## config.mk

```make
export PLATFORM = sky130hd
export DESIGN_NAME = ptpc_ctrl
export DESIGN_NICKNAME = d
export VERILOG_FILES = /design/src/sv/ptpc_pkg.sv /design/src/sv/ptpc_ctrl.sv
export SDC_FILE = /design/constraint.sdc
export NUM_CORES = 1
export LEC_CHECK = 0
export BUFFER_PORTS_ARGS = -buffer_cell sky130_fd_sc_hd__buf_2
export CAP_MARGIN = 10
export CORE_AREA = 2 2 39 41
export DETAILED_ROUTE_END_ITERATION = 8
export DIE_AREA = 0 0 41 43
export HOLD_SLACK_MARGIN = 0.08
export PLACE_DENSITY = 0.53
export SLEW_MARGIN = 40
export SYNTH_ARGS = -nofsm -noshare
export SYNTH_HDL_FRONTEND = slang
export SYNTH_SLANG_ARGS = --single-unit
```

## constraint.sdc

```tcl
create_clock -name clk_i -period 2.5 [get_ports clk_i]
set_clock_uncertainty 0.1 [all_clocks]
set_input_delay 0.25 -clock clk_i [delete_from_list [all_inputs] [get_ports clk_i]]
set_output_delay 0.25 -clock clk_i [all_outputs]
set_load 0.005 [all_outputs]
```

## src/sv/ptpc_pkg.sv

```systemverilog
package ptpc_pkg;

  // Item field widths
  localparam int VER_W     = 10;
  localparam int LETTERS_W = 50;
  localparam int LETTER_W  = 5;
  localparam int LEN_W     = 4;
  localparam int COUNT_W   = 11;

  // Letter slots addressable by a level counter of LEN_W bits
  localparam int MAX_SLOTS = 1 << LEN_W;

  localparam logic [COUNT_W-1:0] COUNT_MAX = '1;

  // Command codes
  localparam logic CMD_INSERT = 1'b0;
  localparam logic CMD_QUERY  = 1'b1;

  // Result status codes
  localparam logic STATUS_DONE   = 1'b0;
  localparam logic STATUS_REJECT = 1'b1;

  // Controller to datapath commands
  typedef struct packed {
    logic clr;       // clear one version root entry
    logic latch;     // capture the input transaction
    logic root_rd;   // read the root table, evaluate rejection
    logic fetch;     // start the walk at the selected root
    logic step;      // process one trie level
    logic load_out;  // move the result into the output register
  } ptpc_cmd_t;

  // Datapath to controller status
  typedef struct packed {
    logic clr_last;
    logic reject;
    logic step_last;
  } ptpc_sts_t;

endpackage

```

## src/sv/ptpc_ctrl.sv

```systemverilog
module ptpc_ctrl import ptpc_pkg::*; (
  input  logic      clk_i,
  input  logic      rst_ni,
  input  logic      in_valid_i,
  output logic      in_stall_o,
  output logic      out_valid_o,
  input  logic      out_stall_i,
  input  ptpc_sts_t sts_i,
  output ptpc_cmd_t cmd_o
);

  localparam logic [2:0] S_CLEAR = 3'd0;
  localparam logic [2:0] S_IDLE  = 3'd1;
  localparam logic [2:0] S_ROOT  = 3'd2;
  localparam logic [2:0] S_FETCH = 3'd3;
  localparam logic [2:0] S_STEP  = 3'd4;
  localparam logic [2:0] S_FIN   = 3'd5;

  logic [2:0] state_q, state_d;
  logic       out_valid_q, out_valid_d;
  logic       out_free;

  assign out_free    = !out_valid_q || !out_stall_i;
  assign in_stall_o  = (state_q != S_IDLE);
  assign out_valid_o = out_valid_q;

  // Clear the root table after reset, then sequence each transaction through root lookup, level walk and result
  always_comb begin
    state_d     = state_q;
    out_valid_d = out_valid_q;
    cmd_o       = '0;
    if (out_valid_q && !out_stall_i) begin
      out_valid_d = 1'b0;
    end
    case (state_q)
      S_CLEAR: begin
        cmd_o.clr = 1'b1;
        if (sts_i.clr_last) begin
          state_d = S_IDLE;
        end
      end
      S_IDLE: begin
        if (in_valid_i) begin
          cmd_o.latch = 1'b1;
          state_d     = S_ROOT;
        end
      end
      S_ROOT: begin
        cmd_o.root_rd = 1'b1;
        state_d       = sts_i.reject ? S_FIN : S_FETCH;
      end
      S_FETCH: begin
        cmd_o.fetch = 1'b1;
        state_d     = S_STEP;
      end
      S_STEP: begin
        cmd_o.step = 1'b1;
        if (sts_i.step_last) begin
          state_d = S_FIN;
        end
      end
      S_FIN: begin
        if (out_free) begin
          cmd_o.load_out = 1'b1;
          out_valid_d    = 1'b1;
          state_d        = S_IDLE;
        end
      end
      default: begin
        state_d = S_IDLE;
      end
    endcase
  end

  always_ff @(posedge clk_i or negedge rst_ni) begin
    if (!rst_ni) begin
      state_q     <= S_CLEAR;
      out_valid_q <= 1'b0;
    end else begin
      state_q     <= state_d;
      out_valid_q <= out_valid_d;
    end
  end

endmodule

```

==> summary.txt, run 1 <==
Synth
  • Count of cell types in the netlist: 20
  • Per-instance average area after synthesis: 8.60 µm²
  • Register bit total from synthesis: 4
  • Net count of the mapped netlist: 38
  • Number of cells produced by synthesis: 31
  • Cell area after synthesis: 267 µm²
  • Sequential share of the synthesized area: 37.6%
  • Warning count from the yosys run: 0

Power
  • Proportion of power drawn by flip-flops and latches: 38.9%
  • Net switching power: 0.148 mW
  • Clock network fraction of total power: 19.6%
  • Leakage component of the power: 0.194 nW
  • IR drop worst, VDD: 0.000490 V
  • Cell area power density: 1070 mW/mm²
  • Switching fraction of total power: 37.7%
  • Pint: 0.245 mW
  • Power share of the combinational group: 41.5%

Drt
  • Number of design rule violations left after detail routing: 0
  • Overall routed net length: 580 µm
  • Initial DRC count: 4
  • Antenna Violating Nets Remaining: 0
  • Routed wirelength normalized by instance count: 9.35 µm
  • Via count of the routed design: 263
  • Via density: 4.24
  • First-pass iteration count of the detailed router: 2

STA
  • Fin. max-slew vios: 0
  • Aggregate negative setup slack: 0 ps
  • Final WS setup: 817 ps
  • Final cycle utilization of the critical path: 67.3%
  • Worst-Margin Slew: 318 ps
  • Final critical path time including I/O delays and setup: 1680 ps
  • Count of endpoints failing hold in the final timing report: 0
  • Max-slew headroom at the worst pin: 78.8%
  • Max Clock Freq: 594 MHz
  • Worst-case hold slack: 150 ps
  • RSZ-0062 raised after global routing: no
  • Setup-violating endpoint count in the final report: 0

Layout
  • Fraction of final layout cells sized beyond drive strength 1: 37.0%
  • Commonest non-fill, non-tap cell in the layout: sky130_fd_sc_hd__buf_2
  • Layout Utilization: 26.6%
  • Antenna fix cells: 0
  • Highest-count cells in the layout ignoring fill and taps: sky130_fd_sc_hd__buf_2 (14), sky130_fd_sc_hd__nor2_1 (4), sky130_fd_sc_hd__dfrtp_1 (4)
  • Final non-filler cell total: 62
  • Area added between synthesis and finish: 38.0%
  • NumNets Final: 55

Clocking
  • Number of post-CTS setup repair buffers: 0
  • Bufs on Longest Clock Path: 2
  • Clock insertion delay at the later pin of the skew report: 230 ps
  • Sinks on the clock net: 4
  • CTS H-tree depth: 1
  • Clock-pin slew on the worst setup and hold paths: 40 ps
  • TritonCTS Buffers: 3
  • CTS tree: done
  • CTS root buf: sky130_fd_sc_hd__clkbuf_4

Die
  • Starting utilization of the core area: 19.3%
  • Die width: 41 µm
  • Core footprint: 0.00138 mm²
  • Top-level port count: 15
  • Cell row count: 14
  • Die outline area: 0.00176 mm²
  • Die Span Y: 43 µm

Run
  • Max cap viols: 0

Global routing
  • First-pass GRT wire length: 979 µm
  • Pin count of the biggest net entering global routing: 14
  • Grt total ovfl: 0
  • Overall fraction of global-route tracks in use: 8.19%
  • Number of global-route vias before repair: 245
  • Antenna violations before repair: 0

Setup path
  • Reg-to-reg slack, setup: 1120 ps
  • Startpoint kind of the worst setup timing path: flop
  • Critical path peak fanout: 13
  • WP data arrival: 1330 ps
  • CP Capture Type: output port
  • Reg2reg path depth: 2
  • Crit Reg-Reg Startpoint: state_q[0]
  • Critical path type: flop to output port
  • Worst endpoint required time: 2150 ps
  • Worst flop-to-flop path endpoint: state_q[0]

Outcome
  • Outcome: complete, no violations

Place
  • Count of buffers from port buffering: 14
  • Post-Place Worst Slack: 1060 ps
  • Hpwl dp: 422 µm
  • DP Cell Count: 58
  • Final Wtd Congestion: 0.658

Worst hold path
  • Hold depth: 3
  • Hold path startpoint: out_stall_i
  • Hold Path Sink: out_valid_o
  • Hold Path Class: input port to flop
-- synthesized netlist by cell type, drive strengths merged --
master  n  share of area [%]
o21ai   1                1.9
nand2b  1                2.3
a21oi   2                3.8
o211a   1                3.8
o22ai   1                2.3
or4b    1                3.8
inv     2                2.8
nand2   2                2.8
nor3    1                1.9
clkbuf  1                1.9
nor3b   1                2.8
or3b    2                6.6
or2b    1                2.8
dfrtp   4                 38
a21boi  1                2.8
buf     2                6.1
nand3b  2                5.6
or4     1                2.8
nor2    4                5.6
-- cell type report --
cell class | instances | area, µm²
fillers | 162 | 1020
multi-input cells | 22 | 138
flip-flops and latches | 4 | 100
repair buffers | 15 | 80.1
clock buffers | 3 | 22.5
well taps | 16 | 20.0
inverters | 2 | 7.51
-- worst max-delay path: stages, from the launching register on --
cell and delay (ps):
sky130_fd_sc_hd__dfrtp_1 520, sky130_fd_sc_hd__or3b_1 390, sky130_fd_sc_hd__nor2_1 80, sky130_fd_sc_hd__buf_2 110
-- registers in the layout, indices dropped and copies added, names as in the netlist --
name	cells
out_valid_o	1
state_q	3
-- power groups by stage --
stage                     sequential [mW]  combinational [mW]  clock [mW]
after detailed placement            0.154               0.163           0
after global routing                0.165               0.191      0.0910
final                               0.153               0.163      0.0771
after floorplan                     0.111               0.156           0
after CTS                           0.153               0.166      0.0829
after global placement              0.151               0.163           0
-- cell families (layout without fill, tap and decap cells) --
| kind of cell | count (synthesis) | in the layout | synth area share, % |
|---|---|---|---|
| simple gates | 16 | 16 | 37.1 |
| compound gates | 6 | 6 | 14.6 |
| buf+inv | 5 | 20 | 10.8 |
| flops | 4 | 4 | 37.6 |
-- worst max-delay path by stage --
| stage | start | to | slack, ps | depth (start not counted) |
|---|---|---|---|---|
| 3_3_place_gp | state_q[0] | cmd_o[4] | 1070 | 3 |
| 4_1_cts | state_q[0] | cmd_o[4] | 800 | 3 |
| 6_report | state_q[0] | cmd_o[4] | 820 | 3 |
| 3_5_place_dp | state_q[0] | cmd_o[4] | 1060 | 3 |
| 5_1_grt | state_q[0] | cmd_o[4] | 700 | 3 |
| 2_1_floorplan | state_q[1] | cmd_o[4] | 1140 | 3 |
-- layer usage --
layer / vias to the layer above / global-route usage (%) / part of all wire, %
met5: - / 0 / 0
met4: 0 / 0 / 0
met3: 0 / 6.28 / 9.7
met2: 9 / 11.6 / 42
met1: 116 / 10.5 / 48
li1: 138 / - / -
-- repair_timing --
action | 4_1_cts | 5_1_grt
endpoints found under the setup margin | 0 | 0
gates resized for setup | 0 | 0
hold buffers | 1 | 0
endpoints found under the hold margin | 4 | 0
-- through the flow --
stage	cell area (µm²)	power, mW
finish	368	0.393
global route	368	0.447
CTS	368	0.402
detailed placement	335	0.318
global placement	335	0.315
floorplan	267	0.267
No activity file was read; power rests on OpenSTA's default activity.
==> inputs of run 2 (changes only) <==
Settings changed: PLACE_DENSITY 0.53 to 0.54.
Clock period 2.5 ns to 1.5 ns, I/O delays scaled along.
==> summary.txt, run 2 (synthesized netlist as in run 1, its figures left out) <==
Power
  • Clock network fraction of total power: 16.1%
  • Net switching power: 0.279 mW
  • Pint: 0.527 mW
  • IR drop worst, VDD: 0.000741 V
  • Switching fraction of total power: 34.6%
  • Proportion of power drawn by flip-flops and latches: 28.0%
  • Cell area power density: 1820 mW/mm²
  • Leakage component of the power: 0.228 nW
  • Power share of the combinational group: 55.9%

Setup path
  • Worst-path cell chain: or3b_4 > nor2_2 > buf_2
  • Dominant delay contributor by cell family on the critical path: simple AND/OR/NAND/NOR gates
  • CP Launch Point: state_q[1]
  • WP data arrival: 1230 ps
  • Worst endpoint required time: 1250 ps
  • Critical path peak fanout: 4
  • Critical path type: flop to output port
  • Startpoint kind of the worst setup timing path: flop
  • CP Capture Type: output port
  • Depth of the critical timing path with buffers and inverters included: 3
  • Highest cell delay on the worst timing path: 410 ps
  • Reg-to-reg slack, setup: 100 ps
  • Crit Reg-Reg Startpoint: state_q[1]
  • Worst flop-to-flop path endpoint: state_q[0]
  • Critical path capture point: cmd_o[4]
  • Reg2reg path depth: 3
  • Worst Path Buf+Inv: 1
  • Highest-delay cell along the critical path: sky130_fd_sc_hd__dfrtp_2

Run
  • Max cap viols: 0

Clocking
  • Clock insertion delay at the later pin of the skew report: 230 ps
  • CTS root buf: sky130_fd_sc_hd__clkbuf_4
  • CTS tree: done
  • CTS H-tree depth: 1
  • TritonCTS Buffers: 3
  • Bufs on Longest Clock Path: 2
  • Clock-pin slew on the worst setup and hold paths: 40 ps
  • Sinks on the clock net: 4

Outcome
  • Outcome: complete, no violations

Drt
  • Initial DRC count: 2
  • Via density: 4.31
  • First-pass iteration count of the detailed router: 2
  • Antenna Violating Nets Remaining: 0
  • Routed wirelength normalized by instance count: 9.19 µm
  • Number of design rule violations left after detail routing: 0
  • Via count of the routed design: 302
  • Overall routed net length: 643 µm

Place
  • Hpwl dp: 462 µm
  • Final Wtd Congestion: 0.714
  • Count of buffers from port buffering: 14

Global routing
  • Number of global-route vias before repair: 266
  • Overall fraction of global-route tracks in use: 9.28%
  • Antenna violations before repair: 0
  • Grt total ovfl: 0
  • First-pass GRT wire length: 1.08 mm
  • Pin count of the biggest net entering global routing: 8

Die
  • Starting utilization of the core area: 19.3%
  • Die width: 41 µm
  • Die outline area: 0.00176 mm²
  • Die Span Y: 43 µm
  • Cell row count: 14
  • Core footprint: 0.00138 mm²
  • Top-level port count: 15

Layout
  • Highest-count cells in the layout ignoring fill and taps: sky130_fd_sc_hd__buf_2 (14), sky130_fd_sc_hd__buf_4 (7), sky130_fd_sc_hd__nor2_1 (3), sky130_fd_sc_hd__clkbuf_4 (3), sky130_fd_sc_hd__dfrtp_2 (3)
  • Area occupied by multi-input gates: 146 µm²
  • Top reg by flops: state_q
  • Area added between synthesis and finish: 66.2%
  • Register Area: 104 µm²
  • Antenna fix cells: 0
  • Fraction of final layout cells sized beyond drive strength 1: 55.6%
  • Max FFs per register: 3
  • NumNets Final: 63
  • FILL cells: 150
  • Commonest non-fill, non-tap cell in the layout: sky130_fd_sc_hd__buf_2

STA
  • Final critical path time including I/O delays and setup: 1480 ps
  • Max Clock Freq: 677 MHz
  • RSZ-0062 raised after global routing: yes
  • Setup-violating endpoint count in the final report: 0
  • Fin. max-slew vios: 0
  • Aggregate negative setup slack: 0 ps
  • Worst-Margin Slew: 182 ps
  • Worst-case hold slack: 92.9 ps
  • Final cycle utilization of the critical path: 98.5%
  • Count of endpoints failing hold in the final timing report: 0
  • Max-slew headroom at the worst pin: 87.8%

Worst hold path
  • Hold Path Class: input port to flop
run 2: worst min path at each step:
| stage | start | to | depth (start not counted) |
|---|---|---|---|
| 2_1_floorplan | rst_ni | out_valid_o | 0 |
| 3_3_place_gp | rst_ni | state_q[0] | 1 |
| 3_5_place_dp | rst_ni | state_q[0] | 1 |
| 4_1_cts | sts_i[1] | state_q[1] | 3 |
| 5_1_grt | sts_i[1] | state_q[1] | 3 |
| 6_report | sts_i[1] | state_q[1] | 3 |
run 2: stage by stage:
step	setup slack (ps)	util [%]	instances	instance area (µm²)	total power, mW
floorplan	199	-	31	267	0.445
global placement	201	24.8	59	343	0.544
detailed placement	174	24.8	59	343	0.550
CTS	-9.10	29.7	67	410	0.744
global route	-68.6	32.0	70	443	0.898
finish	22.3	32.0	70	443	0.806
run 2: what timing repair did:
action                                  CTS  global route
endpoints found under the setup margin    2             5
hold buffers                              2             0
hold endpoints to repair                  5             0
setup buffers                             3             3
gates resized for setup                   2             4
pin swaps                                 0             0
gates cloned                              0             0
run 2: final cells by class:
cell class,count,share of cell area [%]
clock buffers,3,5.08
inverters,2,1.69
multi-input cells,22,33.1
flip-flops and latches,4,23.4
well taps,16,4.52
repair buffers,23,32.2
run 2: per-layer routing:
metal  vias to the layer above  wire [µm]  share of wire [%]  track usage [%]
met3                         0         69                 11             6.28
met4                         0          0                  0             4.00
met5                         -          0                  0                0
li1                        154          -                  -                -
met1                       136        294                 46             11.4
met2                        12        279                 43             12.2
run 2: worst reg2reg max path, delay by kind of cell (launching register included):
| family | cells | cell delay [ps] |
|---|---|---|
| AOI/OAI and AO/OA | 1 | 140 |
| buffers and inverters | 1 | 150 |
| DFF | 1 | 410 |
| and+or+nand+nor | 1 | 490 |
run 2: power by group through the flow:
stage          registers (mW)  logic [mW]  clock network, mW
5_1_grt                 0.237       0.513              0.148
3_5_place_dp            0.236       0.313                  0
6_report                0.226       0.451              0.130
2_1_floorplan           0.184       0.260                  0
4_1_cts                 0.221       0.388              0.135
3_3_place_gp            0.233       0.311                  0
